`src/rtl/core/sefd_pkg.sv`:
```
// Shared types and constants for the sensor edge interval frame decoder.
package sefd_pkg;

  localparam int unsigned FrameLen    = 40;
  localparam int unsigned PosWidth    = 6;
  localparam int unsigned CountWidth  = 16;
  localparam int unsigned SepWidth    = 14;
  localparam int unsigned ByteWidth   = 8;
  localparam int unsigned CfgIdxWidth = 1;

  localparam logic [CountWidth-1:0] PeriodReset    = 16'd10000;
  localparam logic [SepWidth-1:0]   SeparatorReset = 14'd50;

  typedef enum logic [1:0] {
    OP_START   = 2'd0,
    OP_EDGE    = 2'd1,
    OP_TIMEOUT = 2'd2
  } opcode_t;

  typedef enum logic [1:0] {
    STATUS_OK        = 2'd0,
    STATUS_PKT_ERR   = 2'd1,
    STATUS_NO_CONN   = 2'd2,
    STATUS_CHECK_ERR = 2'd3
  } status_t;

  typedef enum logic [CfgIdxWidth-1:0] {
    REG_TIMER_PERIOD  = 1'd0,
    REG_BIT_SEPARATOR = 1'd1
  } cfg_reg_t;

endpackage

```
`src/rtl/core/sensor_edge_interval_frame_decoder.sv`:
```
// Decodes a 40-bit single-wire sensor frame from falling edge timestamps.
// Each input transaction passes through an input register, then a result register.
// Throughput: one input transaction per cycle; the stage advances whenever the result
// register is empty or being drained in the same cycle.
// Reset (rst, synchronous, active high) disarms the decoder, empties both registers and
// restores timer_period to 10000 and bit_separator to 50.
module sensor_edge_interval_frame_decoder
  import sefd_pkg::*;
(
  input  logic                   clk,
  input  logic                   rst,
  input  logic                   cfg_we,
  input  logic [CfgIdxWidth-1:0] cfg_index,
  input  logic [CountWidth-1:0]  cfg_data,
  input  logic                   s_axis_tvalid,
  output logic                   s_axis_tready,
  input  logic [15:0]            s_axis_tdata,   // [15:0] edge_count
  input  logic [1:0]             s_axis_tuser,   // [1:0] opcode
  output logic                   m_axis_tvalid,
  input  logic                   m_axis_tready,
  output logic [15:0]            m_axis_tdata,   // [7:0] humidity, [15:8] temperature
  output logic [1:0]             m_axis_tuser    // [1:0] status
);

  logic [CountWidth-1:0] timer_period;
  logic [SepWidth-1:0]   bit_separator;

  logic                  in_valid;
  logic [1:0]            in_op;
  logic [CountWidth-1:0] in_count;

  logic                  armed, armed_next;
  logic [PosWidth-1:0]   bit_position, bit_position_next;
  logic [FrameLen-1:0]   frame_bits, frame_bits_next;
  logic [CountWidth-1:0] previous_count, previous_count_next;

  logic                  out_valid;
  status_t               out_status;
  logic [ByteWidth-1:0]  out_hum, out_temp;

  logic                  res_valid;
  status_t               res_status;
  logic [ByteWidth-1:0]  res_hum, res_temp;

  logic                  advance;
  logic [16:0]           interval;
  logic [17:0]           wrap_sum;
  logic                  interval_bad;
  logic [16:0]           s1, s2, s3, s4;
  logic                  low_bit, high_bit, start_win;
  logic [FrameLen-1:0]   shifted;
  logic [ByteWidth-1:0]  byte_sum;

  assign advance       = in_valid && (!out_valid || m_axis_tready);
  assign s_axis_tready = !in_valid || advance;

  // Interval to the previous edge, wrapping modulo period plus one
  assign wrap_sum = {2'b00, timer_period} + {2'b00, in_count} + 18'd1
                  - {2'b00, previous_count};

  always_comb begin
    if (in_count >= previous_count) begin
      interval     = {1'b0, in_count} - {1'b0, previous_count};
      interval_bad = 1'b0;
    end else begin
      interval     = wrap_sum[16:0];
      interval_bad = wrap_sum[17];
    end
  end

  assign s1 = {3'b000, bit_separator};
  assign s2 = {2'b00, bit_separator, 1'b0};
  assign s3 = s1 + s2;
  assign s4 = {1'b0, bit_separator, 2'b00};

  assign low_bit   = !interval_bad && interval > s1 && interval < s2;
  assign high_bit  = !interval_bad && interval > s2 && interval < s3;
  assign start_win = !interval_bad && interval > s3 && interval < s4;

  assign shifted  = {frame_bits[FrameLen-2:0], high_bit};
  assign byte_sum = shifted[39:32] + shifted[31:24] + shifted[23:16] + shifted[15:8];

  always_comb begin
    armed_next          = armed;
    bit_position_next   = bit_position;
    frame_bits_next     = frame_bits;
    previous_count_next = previous_count;
    res_valid           = 1'b0;
    res_status          = STATUS_OK;
    res_hum             = '0;
    res_temp            = '0;
    case (in_op)
      OP_START: begin
        armed_next        = 1'b1;
        bit_position_next = '0;
        frame_bits_next   = '0;
      end
      OP_TIMEOUT: begin
        if (armed) begin
          res_valid         = 1'b1;
          res_status        = STATUS_NO_CONN;
          armed_next        = 1'b0;
          bit_position_next = '0;
        end
      end
      OP_EDGE: begin
        if (armed) begin
          previous_count_next = in_count;
          if (start_win) begin
            bit_position_next = PosWidth'(1);
            frame_bits_next   = '0;
          end else if ((low_bit || high_bit) && bit_position != '0) begin
            frame_bits_next   = shifted;
            bit_position_next = bit_position + PosWidth'(1);
            if (bit_position == PosWidth'(FrameLen)) begin
              res_valid         = 1'b1;
              armed_next        = 1'b0;
              bit_position_next = '0;
              if (byte_sum != shifted[7:0]) begin
                res_status = STATUS_CHECK_ERR;
              end else begin
                res_status = STATUS_OK;
                res_hum    = shifted[39:32];
                res_temp   = shifted[23:16];
              end
            end
          end else if (bit_position != '0) begin
            res_valid         = 1'b1;
            res_status        = STATUS_PKT_ERR;
            armed_next        = 1'b0;
            bit_position_next = '0;
          end
        end
      end
      default: begin
      end
    endcase
  end

  always_ff @(posedge clk) begin
    if (rst) begin
      timer_period  <= PeriodReset;
      bit_separator <= SeparatorReset;
    end else if (cfg_we) begin
      case (cfg_index)
        REG_TIMER_PERIOD:  timer_period  <= cfg_data;
        REG_BIT_SEPARATOR: bit_separator <= cfg_data[SepWidth-1:0];
        default: begin
        end
      endcase
    end
  end

  always_ff @(posedge clk) begin
    if (rst) begin
      in_valid <= 1'b0;
    end else if (s_axis_tready) begin
      in_valid <= s_axis_tvalid;
    end
  end

  always_ff @(posedge clk) begin
    if (s_axis_tvalid && s_axis_tready) begin
      in_op    <= s_axis_tuser;
      in_count <= s_axis_tdata;
    end
  end

  always_ff @(posedge clk) begin
    if (rst) begin
      armed          <= 1'b0;
      bit_position   <= '0;
      frame_bits     <= '0;
      previous_count <= '0;
    end else if (advance) begin
      armed          <= armed_next;
      bit_position   <= bit_position_next;
      frame_bits     <= frame_bits_next;
      previous_count <= previous_count_next;
    end
  end

  always_ff @(posedge clk) begin
    if (rst) begin
      out_valid <= 1'b0;
    end else if (advance) begin
      out_valid <= res_valid;
    end else if (m_axis_tready) begin
      out_valid <= 1'b0;
    end
  end

  always_ff @(posedge clk) begin
    if (advance && res_valid) begin
      out_status <= res_status;
      out_hum    <= res_hum;
      out_temp   <= res_temp;
    end
  end

  assign m_axis_tvalid = out_valid;
  assign m_axis_tdata  = {out_temp, out_hum};
  assign m_axis_tuser  = out_status;

  a_pos_bound: assert property (@(posedge clk) disable iff (rst)
    bit_position <= PosWidth'(FrameLen))
    else $error("bit position past frame length");

  a_idle_no_pos: assert property (@(posedge clk) disable iff (rst)
    !armed |-> bit_position == '0)
    else $error("bit position set while disarmed");

  a_result_disarms: assert property (@(posedge clk) disable iff (rst)
    advance && res_valid |=> !armed && bit_position == '0)
    else $error("result transaction did not disarm");

  a_no_stall_when_free: assert property (@(posedge clk) disable iff (rst)
    !out_valid |-> s_axis_tready)
    else $error("input stalled with result register empty");

  a_ok_has_checksum: assert property (@(posedge clk) disable iff (rst)
    advance && res_valid && res_status == STATUS_OK |->
      byte_sum == shifted[7:0] && bit_position == PosWidth'(FrameLen))
    else $error("ok status without complete, consistent frame");

endmodule

```
`config.mk`:
```
export PLATFORM = sky130hd
export DESIGN_NAME = sensor_edge_interval_frame_decoder
export DESIGN_NICKNAME = d
export VERILOG_FILES = /design/src/rtl/core/sefd_pkg.sv /design/src/rtl/core/sensor_edge_interval_frame_decoder.sv
export SDC_FILE = /design/constraint.sdc
export NUM_CORES = 1
export LEC_CHECK = 0
export BUFFER_PORTS_ARGS = -buffer_cell sky130_fd_sc_hd__clkbuf_2
export CORE_ASPECT_RATIO = 1.4
export CORE_MARGIN = 3
export CORE_UTILIZATION = 63
export DETAILED_ROUTE_END_ITERATION = 6
export PLACE_DENSITY = 0.88
export RECOVER_POWER = 100
export SLEW_MARGIN = 10
export SYNTH_ARGS = -nofsm -noshare
export SYNTH_HDL_FRONTEND = slang
export SYNTH_SLANG_ARGS = --single-unit
```
`constraint.sdc`:
```
create_clock -name clk -period 9.1 [get_ports clk]
set_input_delay 0.91 -clock clk [delete_from_list [all_inputs] [get_ports clk]]
set_output_delay 0.91 -clock clk [all_outputs]
set_load 0.03 [all_outputs]
```
======== Word-level counts from Yosys, hierarchy flattened ========
Index checks and enable logic that the tools add are counted.
cells by class
  add/subtract/negate cells ............... 9
  multipliers ............................. 0
  divide/modulo/power cells ............... 0
  magnitude comparators ................... 7
  equality and inequality tests ........... 8
  shifts and indexed selects .............. 0
  muxes and demuxes ....................... 36
  bitwise logic cells ..................... 5
  reduce and logical (&&, ||, !) cells .... 28
operators with widths
  cell                                                              count
  39-bit two-way mux                                                3
  39-bit one-hot mux with 2 select lines                            1
  6-bit two-way mux                                                 6
  17-bit by 16-bit less-than comparator with 1-bit output           2
  8-bit adder                                                       3
  17-bit by 1-bit adder with 18-bit output (second input constant)  1
  6-bit one-hot mux with 3 select lines                             1
  18-bit by 16-bit subtractor with 18-bit output                    1
  16-bit by 16-bit adder with 17-bit output                         1
  17-bit by 14-bit > comparator with 1-bit output                   1
  17-bit by 15-bit > comparator with 1-bit output                   1
  17-bit by 16-bit > comparator with 1-bit output                   1
  17-bit by 15-bit less-than comparator with 1-bit output           1
  17-bit two-way mux                                                1
  16-bit by 16-bit subtractor with 17-bit output                    1
  14-bit by 15-bit adder with 16-bit output                         1
  16-bit greater-or-equal comparator                                1
  1-bit two-way mux                                                 15
  2-bit two-way mux                                                 6
  1-bit logical AND                                                 10
  8-bit != test                                                     1
  6-bit by 1-bit adder with 6-bit output (second input constant)    1
  6-bit == test (second input constant)                             1
  2-bit AND reduction                                               3
  other kinds (19)                                                  29
storage, ports and cells
  register bits after elaboration ......... 130
  latch bits .............................. 0
  RAM bits ................................ 0
  memory bits (read-only) ................. 0
  bits of input ports ..................... 40
  output and inout bits ................... 20
  logic and storage cells ................. 106
  memories kept ........................... 0

======== Logic depth before layout (Yosys ltp) ========
  depth after elaboration ................. 14
  mapped depth ............................ 27
  gate-level depth less buffers ........... 25

======== Least setup slack after synthesis ========
OpenSTA, ideal clock, no wires.
  path kind ............................... register to register
  start point ............................. register in_count[2]
  end point ............................... register out_status[0], in the netlist m_axis_tuser[0] (enable)
  setup time .............................. 416 ps
  arrival time ............................ 6,303 ps
  data required time ...................... 8,684 ps
  slack ................................... 2,382 ps
  cell stages (with the launch flop) ...... 25
  buffers on the path ..................... 0
  period minus slack after synthesis ...... 6,718 ps
  cells stage by stage .................... edfxtp_1 inv_1 fa_1 inv_1 ha_1 nor2b_1 o31ai_1 a21oi_1 or2_2 a221o_1 a21oi_1 xnor2_1 nand2_1 o21ai_0 ha_1 a21o_1 a21oi_1 o22ai_1 or3_1 a31oi_1 a311oi_2 o211a_2 o21ai_2 a31oi_1 nor3_1
between the ends
  word-level cells in the longest chain between the ends .. 14
  elaborated cells between the ends (all ways) .. 27
  classes of those cells .................. add/sub: 4; order compare: 7; mux: 6; reduce/logical: 10
ends and longest elaborated chain
  element                                                                  line                                                                                source
  from (decl)                                                              sensor_edge_interval_frame_decoder.sv:30                                            logic [CountWidth-1:0] in_count;
  from (signal assigned)                                                   sensor_edge_interval_frame_decoder.sv:165                                           in_count <= s_axis_tdata;
  16-bit by 16-bit adder with 17-bit output                                sensor_edge_interval_frame_decoder.sv:58                                            assign wrap_sum = {2'b00, timer_period} + {2'b00, in_count} + 18'd1
  17-bit by 1-bit adder with 18-bit output                                 sensor_edge_interval_frame_decoder.sv:58
  18-bit by 16-bit subtractor with 18-bit output                           sensor_edge_interval_frame_decoder.sv:59                                            - {2'b00, previous_count};
  17-bit two-way mux / 1-bit two-way mux (equally long branches)           sensor_edge_interval_frame_decoder.sv:62                                            if (in_count >= previous_count) begin
  17-bit by 14-bit > comparator with 1-bit output (tied with other cells)  sensor_edge_interval_frame_decoder.sv:76                                            assign low_bit = !interval_bad && interval > s1 && interval < s2;
  1-bit logical AND, on equally long branches (2 in series)                sensor_edge_interval_frame_decoder.sv:76, sensor_edge_interval_frame_decoder.sv:77
  1-bit logical OR                                                         sensor_edge_interval_frame_decoder.sv:112                                           end else if ((low_bit || high_bit) && bit_position != '0) begin
  1-bit logical AND                                                        sensor_edge_interval_frame_decoder.sv:112
  1-bit two-way mux                                                        sensor_edge_interval_frame_decoder.sv:112
  1-bit two-way mux *                                                      sensor_edge_interval_frame_decoder.sv:109                                           if (start_win) begin
  1-bit two-way mux *                                                      sensor_edge_interval_frame_decoder.sv:107                                           if (armed) begin
  1-bit one-hot mux with 2 select lines *                                  sensor_edge_interval_frame_decoder.sv:92                                            case (in_op)
  1-bit logical AND *                                                      sensor_edge_interval_frame_decoder.sv:194                                           if (advance && res_valid) begin
  to (signal assigned)                                                     sensor_edge_interval_frame_decoder.sv:195                                           out_status <= res_status;
  to (decl)                                                                sensor_edge_interval_frame_decoder.sv:38                                            status_t out_status;
Every way passes the cells marked *; elsewhere a longest branch is shown, timed or not.
A chain may end at the register's enable or synchronous reset.

======== Worst setup path in the final report ========
  start point ............................. register in_count[2]
  end point ............................... register frame_bits[28]
between the ends
  word-level cells in the longest chain between the ends .. 11
  elaborated cells between the ends (all ways) .. 27
  classes of those cells .................. add/sub: 4; order compare: 7; eq/ne: 1; mux: 5; reduce/logical: 10
ends and longest elaborated chain
  element                                                                  line                                                                                source
  16-bit by 16-bit adder with 17-bit output                                sensor_edge_interval_frame_decoder.sv:58
  17-bit by 1-bit adder with 18-bit output                                 sensor_edge_interval_frame_decoder.sv:58
  18-bit by 16-bit subtractor with 18-bit output                           sensor_edge_interval_frame_decoder.sv:59
  17-bit two-way mux / 1-bit two-way mux (equally long branches)           sensor_edge_interval_frame_decoder.sv:62
  17-bit by 14-bit > comparator with 1-bit output (tied with other cells)  sensor_edge_interval_frame_decoder.sv:76
  1-bit logical AND, on equally long branches (2 in series)                sensor_edge_interval_frame_decoder.sv:76, sensor_edge_interval_frame_decoder.sv:77
  1-bit logical OR                                                         sensor_edge_interval_frame_decoder.sv:112
  1-bit logical AND                                                        sensor_edge_interval_frame_decoder.sv:112
  3-bit != test (no line)                                                  n/a
  4-bit AND reduction (no line)                                            n/a
  to (signal assigned)                                                     sensor_edge_interval_frame_decoder.sv:178                                           frame_bits <= frame_bits_next;
  to (decl)                                                                sensor_edge_interval_frame_decoder.sv:34                                            logic [FrameLen-1:0] frame_bits, frame_bits_next;
Several ways; a longest one is shown, not always the timed one. The select of a mux whose other input is x is not followed.

==> run summary <==
Top cells by area, synth - dfxtp_1 (19%), ha_1 (15%), edfxtp_1 (11%), nand2_1 (7.6%), fa_1 (6.4%)
Dpl cell area - 10400 um2
Hold path start - timer_period[14]
Synth warn - 0
Status - finished with violations
HPWL Detailed - 20300 um
Hold Path End - timer_period[14]
Most common cell in the netlist - nand2_1
Final Cell Area - 10900 um2
Die Y - 155 um
Yosys top cell area share - 0.189
First-pass GRT wire length - 45400 um
Worst Path Max Fanout - 39
CTS H-tree lvls - 4
Total number of vias - 8673
CP max-delay cell - clkbuf_2
Required time worst endpoint - 9.43 ns
Clock slew at reported path FFs - 0.06 ns
Fin Clk Skew - 0.0113 ns
Layout net count - 1386
Maximum Capacitance Violations - 1
Hold Vio Cnt, Final - 0
Sequential area share after synthesis - 0.297
Power Density - 163 nW/um2
DRC viols - 0
Failing checks - capacitance limit, slew limit
Hold path depth - 2
GRT Total Usage - 0.327
Port Buffers - 59
Root Buffer - clkbuf_16
Total CTS buffers - 17
Post-synth ARST share - 0
Synth Cell Area - 9960 um2
Hold WC Path Type - flop to flop
Routed wire length - 28000 um
Later-pin clock latency in the skew report - 0.43 ns
CTS sink cnt - 130
Synth cell count leaders - nand2_1 (203), inv_1 (117), ha_1 (116)
Total die area - 17400 um2
Crit Reg-Reg Startpoint - in_count[2]
Core area - 15300 um2
Worst path max stage delay - 1.04 ns
Fraction of layout cells with a size suffix above 1 - 0.0784
CP Capture Type - flop
Worst-Margin Slew - 2.72 ns
R2R Setup Slk - 1.66 ns
Area leader, netlist - dfxtp_1
Initial Utilization - 0.653
Overflow after GRT - 0
Startpoint types - flop
Main flop type after synthesis - dfxtp_1
Peak supply drop - 0.152 mV
Largest net degree at the start of global routing - 58
Core Rows - 53
ANT nets after route - 0
Leak - 0.00464 uW
Slew Limit Fails - 58
Area Growth Syn to Fin - 9.77%
Routed len/inst - 20.0 um
Drt pass-1 iters - 5
Synth Area per Inst - 8.71 um2
Bufs on Longest Clock Path - 2
Critical Path Source - in_count[2]
GPL Wtd Cong - 0.949
CP Data Arrival Time - 7.76 ns
Final Setup Violations - 0
CTS tree - yes
Period utilisation layout - 0.817
Hold_buf cts - 0
Vias in the first global route - 8899
DIE WIDTH - 112 um
Antenna Cells - 0
#FFs+latches synth - 130
Fmax - 0.134 GHz
Crit Path Category - flop to flop
RSZ-0062 raised after global routing - no
Fin Setup TNS - 0 ns
Setup Buffers After CTS - 0
Initial antenna violation count - 0
Worst reg2reg path depth - 25
Post-Synthesis Cells - 1144
Top-Level Pins - 60
Net count of the mapped netlist - 1332
Reg2reg end - frame_bits[28]
Post-CTS Resized - 0
Initial drt markers - 576
Minimum clock period - 7.44 ns
Drt via density - 6.18
EDFF count, synth - 36
Synth unique cells - 75
Max-Slew Margin vs Limit - -0.815
[stage by stage]
stage	setup slack (ns)	hold slack [ns]	total power [uW]	util	std cells
after floorplan	2.38	0.436	986	-	1144
after global placement	2.61	0.443	1100	0.683	1371
after detailed placement	2.41	0.448	1110	0.683	1371
after CTS	2.29	0.457	1770	0.721	1403
after global routing	1.56	0.476	1860	0.717	1403
final	1.66	0.456	1780	0.717	1403
[layout by cell type, fill, tap and decap left out, types with 4 or more instances in the layout]
cell	n
a211oi_1	13
a21o_1	31
a21oi_1	92
a31oi_1	5
and2_0	11
and2_1	11
and3_1	6
buf_4	6
clkbuf_1	24
clkbuf_16	17
clkbuf_2	37
clkinv_4	4
dfxtp_1	94
edfxtp_1	36
fa_1	32
ha_1	116
inv_1	117
inv_6	5
mux2i_1	42
nand2_1	203
nand2b_1	8
nand3_1	20
nand4_1	14
nor2_1	30
nor2b_1	26
nor3_1	8
o211ai_1	14
o21a_1	6
o21ai_0	32
o21bai_1	15
o31ai_1	5
xnor2_1	35
xor2_1	20
[registers in the layout, indices dropped and copies added (netlist names)]
signal,flops
m_axis_tuser,2
out_temp,8
out_hum,8
bit_separator,14
in_valid,1
frame_bits,39
armed,1
timer_period,16
previous_count,16
in_count,16
in_op,2
bit_position,6
m_axis_tvalid,1
[critical path: cells and delay by family, from the launching register on]
kind | cells | cell delay [ns]
XOR/XNOR | 1 | 0.15
AO/OA/AOI/OAI | 10 | 2.61
adder cells (fa/ha/maj) | 3 | 1.21
AND/OR/NAND/NOR | 7 | 1.49
flip-flops | 1 | 0.39
buffers and inverters | 3 | 1.18
multiplexers | 1 | 0.32
[logic make-up after synthesis]
group,after synthesis,synth area share
simple gates,362,0.171
buf+inv,151,0.0600
fa+ha+maj,148,0.210
flops,130,0.297
xor+xnor,55,0.0484
mux,46,0.0470
compound gates,252,0.166
[layout make-up]
| type | instances | area [um2] |
|---|---|---|
| repair buffers | 68 | 324 |
| clock buffers | 17 | 425 |
| well taps | 192 | 240 |
| multi-input cells | 863 | 6390 |
| clock inverters | 15 | 146 |
| inverters | 118 | 443 |
| fillers | 1099 | 4320 |
| flip-flops and latches | 130 | 2960 |
[where the power goes]
| group | total (uW) | internal (uW) | switching (uW) | leakage (uW) |
|---|---|---|---|---|
| Clock | 666 | 362 | 305 | 0.000279 |
| Combinational | 496 | 197 | 298 | 0.00323 |
| Sequential | 618 | 606 | 12.0 | 0.00114 |
| Total | 1780 | 1170 | 615 | 0.00464 |
[worst max-delay path by stage]
stage,endpoint,slack (ns),cells after the start
finish,frame_bits[28],1.66,25
global route,frame_bits[33],1.56,25
CTS,frame_bits[28],2.29,25
detailed placement,frame_bits[6],2.41,25
global placement,m_axis_tuser[0],2.61,25
floorplan,m_axis_tuser[0],2.38,24
[per-layer routing]
| layer | global-route usage | routed length [um] |
|---|---|---|
| met5 | 0 | 0 |
| met3 | 0.0517 | 1610 |
| met2 | 0.572 | 14100 |
| met4 | 0.208 | 1960 |
| met1 | 0.369 | 10400 |
Note: power is estimated with default switching activity, not from simulation.
